[src/design/glzw_pkg.sv]
// Shared types and constants of the GIF LZW decoder.
// No dependencies; every other design file except glzw_ram refers to this package by scoped names.
package glzw_pkg;

   localparam int BUFFER_BITS = 24;
   localparam int BYTE_BITS   = 8;
   localparam int MIN_SIZE_LO = 2;
   localparam int MIN_SIZE_HI = 8;

   localparam logic [1:0] CSR_MIN_CODE_SIZE = 2'd0;
   localparam logic [1:0] CSR_FRAME_WIDTH   = 2'd1;
   localparam logic [1:0] CSR_FRAME_HEIGHT  = 2'd2;
   localparam logic [1:0] CSR_INTERLACED    = 2'd3;

   typedef enum logic [1:0] {
      CMD_START = 2'd0,
      CMD_PUSH  = 2'd1,
      CMD_END   = 2'd2,
      CMD_PULL  = 2'd3
   } req_cmd_type;

   typedef enum logic [2:0] {
      ST_RUNNING   = 3'd0,
      ST_COMPLETE  = 3'd1,
      ST_TRUNCATED = 3'd2,
      ST_EARLY_END = 3'd3,
      ST_BAD_CODE  = 3'd4
   } frame_status_type;

   typedef enum logic [2:0] {
      CLS_CLEAR,
      CLS_EOI,
      CLS_KNOWN,
      CLS_KWK,
      CLS_BAD
   } code_class_type;

   typedef enum logic [3:0] {
      OP_NOP,
      OP_ACCEPT,
      OP_SIMPLE,
      OP_DECODE,
      OP_PUSH_LIT,
      OP_WALK_PUSH,
      OP_ADD,
      OP_POP_RD,
      OP_POP_DATA,
      OP_EMIT
   } dp_op_type;

   typedef enum logic [3:0] {
      S_IDLE,
      S_CMD,
      S_DEC,
      S_WALK,
      S_WALK_DATA,
      S_ADD,
      S_POP,
      S_POP_DATA,
      S_EMIT
   } state_type;

   typedef struct packed {
      dp_op_type op;
   } dp_cmd_type;

   typedef struct packed {
      logic           dec_go;
      code_class_type code_class;
      logic           w_literal;
      logic           pop_ok;
      logic           slot_free;
   } dp_status_type;

   // Interlace pass row starts and row steps.
   function automatic logic [3:0] pass_start(input logic [1:0] pass);
      logic [3:0] r;
      unique case (pass)
         2'd0: r = 4'd0;
         2'd1: r = 4'd4;
         2'd2: r = 4'd2;
         2'd3: r = 4'd1;
         default: r = 4'd0;
      endcase
      return r;
   endfunction

   function automatic logic [3:0] pass_step(input logic [1:0] pass);
      logic [3:0] r;
      unique case (pass)
         2'd0: r = 4'd8;
         2'd1: r = 4'd8;
         2'd2: r = 4'd4;
         2'd3: r = 4'd2;
         default: r = 4'd8;
      endcase
      return r;
   endfunction

endpackage

[src/design/glzw_ctrl.sv]
// Controller state machine of the GIF LZW decoder.
// Depends on glzw_pkg; drives the datapath through dp_cmd_type and reads dp_status_type.
module glzw_ctrl (
   input  logic                    clock,
   input  logic                    reset,
   input  logic                    req_valid,
   input  logic [1:0]              req_command,
   output logic                    req_ready,
   input  glzw_pkg::dp_status_type status,
   output glzw_pkg::dp_cmd_type    cmd
);

   glzw_pkg::state_type state_ff, state_in;

   always_comb begin
      state_in = state_ff;
      unique case (state_ff)
         glzw_pkg::S_IDLE: begin
            if (req_valid) begin
               state_in = (req_command == glzw_pkg::CMD_PULL) ? glzw_pkg::S_DEC : glzw_pkg::S_CMD;
            end
         end
         glzw_pkg::S_CMD: state_in = glzw_pkg::S_EMIT;
         glzw_pkg::S_DEC: begin
            if (!status.dec_go) begin
               state_in = glzw_pkg::S_POP;
            end else begin
               unique case (status.code_class)
                  glzw_pkg::CLS_CLEAR: state_in = glzw_pkg::S_DEC;
                  glzw_pkg::CLS_KNOWN, glzw_pkg::CLS_KWK: state_in = glzw_pkg::S_WALK;
                  glzw_pkg::CLS_EOI, glzw_pkg::CLS_BAD: state_in = glzw_pkg::S_POP;
                  default: state_in = glzw_pkg::S_POP;
               endcase
            end
         end
         glzw_pkg::S_WALK: begin
            state_in = status.w_literal ? glzw_pkg::S_ADD : glzw_pkg::S_WALK_DATA;
         end
         glzw_pkg::S_WALK_DATA: state_in = glzw_pkg::S_WALK;
         glzw_pkg::S_ADD: state_in = glzw_pkg::S_POP;
         glzw_pkg::S_POP: begin
            state_in = status.pop_ok ? glzw_pkg::S_POP_DATA : glzw_pkg::S_EMIT;
         end
         glzw_pkg::S_POP_DATA: state_in = glzw_pkg::S_EMIT;
         glzw_pkg::S_EMIT: begin
            if (status.slot_free) begin
               state_in = glzw_pkg::S_IDLE;
            end
         end
         default: state_in = glzw_pkg::S_IDLE;
      endcase
   end

   always_comb begin
      cmd.op    = glzw_pkg::OP_NOP;
      req_ready = 1'b0;
      unique case (state_ff)
         glzw_pkg::S_IDLE: begin
            req_ready = 1'b1;
            if (req_valid) begin
               cmd.op = glzw_pkg::OP_ACCEPT;
            end
         end
         glzw_pkg::S_CMD: cmd.op = glzw_pkg::OP_SIMPLE;
         glzw_pkg::S_DEC: begin
            if (status.dec_go) begin
               cmd.op = glzw_pkg::OP_DECODE;
            end
         end
         glzw_pkg::S_WALK: begin
            if (status.w_literal) begin
               cmd.op = glzw_pkg::OP_PUSH_LIT;
            end
         end
         glzw_pkg::S_WALK_DATA: cmd.op = glzw_pkg::OP_WALK_PUSH;
         glzw_pkg::S_ADD: cmd.op = glzw_pkg::OP_ADD;
         glzw_pkg::S_POP: begin
            if (status.pop_ok) begin
               cmd.op = glzw_pkg::OP_POP_RD;
            end
         end
         glzw_pkg::S_POP_DATA: cmd.op = glzw_pkg::OP_POP_DATA;
         glzw_pkg::S_EMIT: begin
            if (status.slot_free) begin
               cmd.op = glzw_pkg::OP_EMIT;
            end
         end
         default: cmd.op = glzw_pkg::OP_NOP;
      endcase
   end

   always_ff @(posedge clock) begin
      if (reset) begin
         state_ff <= glzw_pkg::S_IDLE;
      end else begin
         state_ff <= state_in;
      end
   end

endmodule

[config.mk]
export PLATFORM = sky130hd
export DESIGN_NAME = glzw_ctrl
export DESIGN_NICKNAME = d
export VERILOG_FILES = /design/src/design/glzw_pkg.sv /design/src/design/glzw_ctrl.sv
export SDC_FILE = /design/constraint.sdc
export NUM_CORES = 1
export LEC_CHECK = 0
export BUFFER_PORTS_ARGS = -buffer_cell sky130_fd_sc_hd__buf_2
export CAP_MARGIN = 25
export CORE_AREA = 2 2 39 41
export DETAILED_ROUTE_END_ITERATION = 8
export DIE_AREA = 0 0 41 43
export GPL_TIMING_DRIVEN = 0
export SKIP_LAST_GASP = 1
export SLEW_MARGIN = 20
export SYNTH_ARGS = -nofsm -noshare
export SYNTH_HDL_FRONTEND = slang
export SYNTH_SLANG_ARGS = --single-unit
[constraint.sdc]
create_clock -name clock -period 1.7 [get_ports clock]
set_input_delay 0.34 -clock clock [delete_from_list [all_inputs] [get_ports clock]]
set_output_delay 0.34 -clock clock [all_outputs]
set_load 0.01 [all_outputs]
==> impl_metrics.json <==
{
  "grt_pass1_wl_mm": 1.51,
  "internal-power_uw": 291,
  "synth_nets": 64,
  "grt_start_max_net_pins": 11,
  "rows": 14,
  "crit_type": "flip-flop to output pin",
  "routedWlPerCell_um": 11.2,
  "switchingPower_uw": 154,
  "ant_nets": 0,
  "r2r-start": "state_ff[2]",
  "swShare_pct": 34.6,
  "portBuffers": 16,
  "slowest_delay_ps": 340,
  "setup.worst_path.end": "cmd[0]",
  "cts_sinks": 4,
  "placed_area_um2": 492,
  "worst_slew_margin_rel_pct": 79.4,
  "p_comb_share_pct": 47.8,
  "clock_latency_ps": 230,
  "r2r-end": "state_ff[0]",
  "vdd_drop_max_mv": 0.374,
  "stdcell_area_um2": 553,
  "setup_viol": 0,
  "fin_crit_sh_pct": 96.2,
  "top_register": "state_ff",
  "drive_gt1_share_pct": 49.3,
  "hold_ws_ps": 328,
  "tightest_slew_ps": 306,
  "synth_area_per_cell_um2": 7.53,
  "die_y_um": 43,
  "die_area_um2": 1760,
  "synth_area_leaders": "dfxtp_1 20%, nor2b_1 6.4%, a21oi_1 5.1%",
  "clk_pin_slew_worst_paths_ps": 30,
  "grt_pass1_vias": 396,
  "ys_seq_elements": 4,
  "reg_top3": "state_ff: 4 flops",
  "vias_per_cell": 5.09,
  "yosysUniqueCellTypes": 31,
  "die_w_um": 41,
  "grt.total_usage_pct": 12.4,
  "finalSetupTns_ps": 0,
  "netlist_area_um2": 392,
  "fin_worst_skew_ps": 0.785,
  "hold_path_class": "primary input to flip-flop",
  "final_cell_mix": "16 x buf_2, 4 x buf_6, 4 x nor2_1, 4 x nor2b_1, 4 x nand2_1",
  "hold-path-cell-count": 2,
  "synth_top_area_share_pct": 20.4,
  "crit_start": "state_ff[2]",
  "power_uw": 445,
  "area_delta_synth_final_pct": 41.2,
  "h-tree-depth": 1,
  "crit_arrival_ps": 1290,
  "drc": 0,
  "yosysTopAreaCell": "dfxtp_1",
  "grt_setup_unrepaired": "yes",
  "power.leakage_nw": 0.248,
  "cts_tree": "built",
  "first_pass_iters": 4,
  "status": "finished, final reports clean",
  "crit_path_top_delay_cell": "dfxtp_2",
  "timing.reg2reg.setup_slack_ps": 580,
  "critPathMaxFanout": 10,
  "cp-start-kind": "flip-flop",
  "drv_cap": 0,
  "holdBufCountCts": 0,
  "final_core_util_pct": 40.0,
  "gp_congestion": 0.714,
  "io_pins": 17,
  "num_antenna_cells": 0,
  "layout_min_cycle_time_ps": 1630,
  "clock_path_buffers": 2,
  "start_util_pct": 28.3,
  "seq_area_frac_synth_pct": 20.4,
  "fmax_ghz": 0.612,
  "drtIter0Drc": 6,
  "required_ps": 1360,
  "grt.overflow.total": 0,
  "cp_cell_sequence": "buf_6 > a21o_2 > a32oi_1 > o21ai_0 > buf_2",
  "hold_violations": 0,
  "dp_hpwl_um": 743,
  "cts_buffers": 3,
  "p_per_area_nw_per_um2": 805,
  "synth_cells": 52,
  "final_common_cell": "buf_2",
  "pwr-share-clk_pct": 25.0,
  "vias": 443,
  "r2r.worst_path.cells": 4,
  "cts-root-buf": "clkbuf_4",
  "drt_wl_total_um": 972,
  "slew_viol_final": 0,
  "antenna_found_initial": 0,
  "core_um2": 1380,
  "largest_reg_flops": 4,
  "end_kind": "output pin",
  "yosys_warnings": 0,
  "p_seq_share_pct": 27.2,
  "nets": 85
}
[final cells by class]
| cell class | instances | area [µm²] |
|---|---|---|
| fill | 153 | 831 |
| multi-input combinational | 43 | 298 |
| sequential | 4 | 83.8 |
| timing repair buffer | 16 | 80.1 |
| buffer | 4 | 45.0 |
| clock buffer | 3 | 22.5 |
| tap | 16 | 20.0 |
| inverter | 1 | 3.75 |
[synthesized netlist by cell type (all sizes together)]
cell type,n
o21ai,3
nor3b,1
buf,4
a31oi,1
a32oi,1
nor4,1
nor2,5
dfxtp,4
a21oi,4
nand2b,2
a211oi,1
a41oi,1
inv,1
nand3b,1
nand2,4
o311ai,1
a211o,1
nand3,3
nor2b,4
nor3,1
and2b,1
and3b,1
o31ai,1
nand4,1
a2111o,1
mux2,1
a21o,1
and4b,1
[power groups by stage]
stage / clock (mW) / combinational [mW] / sequential, mW
2_1_floorplan: 0 / 0.130 / 0.116
3_3_place_gp: 0 / 0.189 / 0.118
3_5_place_dp: 0 / 0.189 / 0.118
4_1_cts: 0.121 / 0.205 / 0.117
5_1_grt: 0.121 / 0.234 / 0.123
6_report: 0.111 / 0.213 / 0.121
[metrics by stage]
step | cells | setup WS [ps]
finish | 87 | 65.2
global route | 87 | -1.97
CTS | 87 | 2.49
detailed placement | 84 | 130
floorplan | 52 | 251
global placement | 84 | 106
[metal layers]
metal	track usage [%]	routed length [µm]	vias up
met3	1.57	33	0
met5	0	0	-
met4	8.00	0	0
li1	-	-	236
met1	15.4	434	199
met2	19.1	504	8
[cells by family (layout without fill, tap and decap cells)]
kind of cell / after synthesis / in the layout / share of synthesized area, %
AOI/OAI and AO/OA: 16 / 16 / 28.4
DFF: 4 / 4 / 20.4
buffers and inverters: 5 / 24 / 8.31
muxes: 1 / 1 / 2.88
and+or+nand+nor: 26 / 26 / 39.9
[worst max-delay path, delay by kind of cell, from the launching register on]
family                 cells  cell delay [ps]
AO/OA/AOI/OAI              3              450
flip-flops                 1              340
buffers and inverters      2              290
[repair_timing]
item / 4_1_cts / 5_1_grt
pin swaps: 0 / 1
setup buffers: 0 / 0
resized for setup: 6 / 8
gates cloned: 0 / 0
endpoints found under the setup margin: 3 / 3
[worst min-delay path by stage]
stage / start / end / slack (ps)
after detailed placement: reset / state_ff[2] / 570
after global routing: reset / state_ff[2] / 320
after floorplan: reset / state_ff[2] / 410
final: reset / state_ff[2] / 330
after CTS: reset / state_ff[2] / 320
after global placement: reset / state_ff[2] / 570
(Power assumes the default switching activity.)
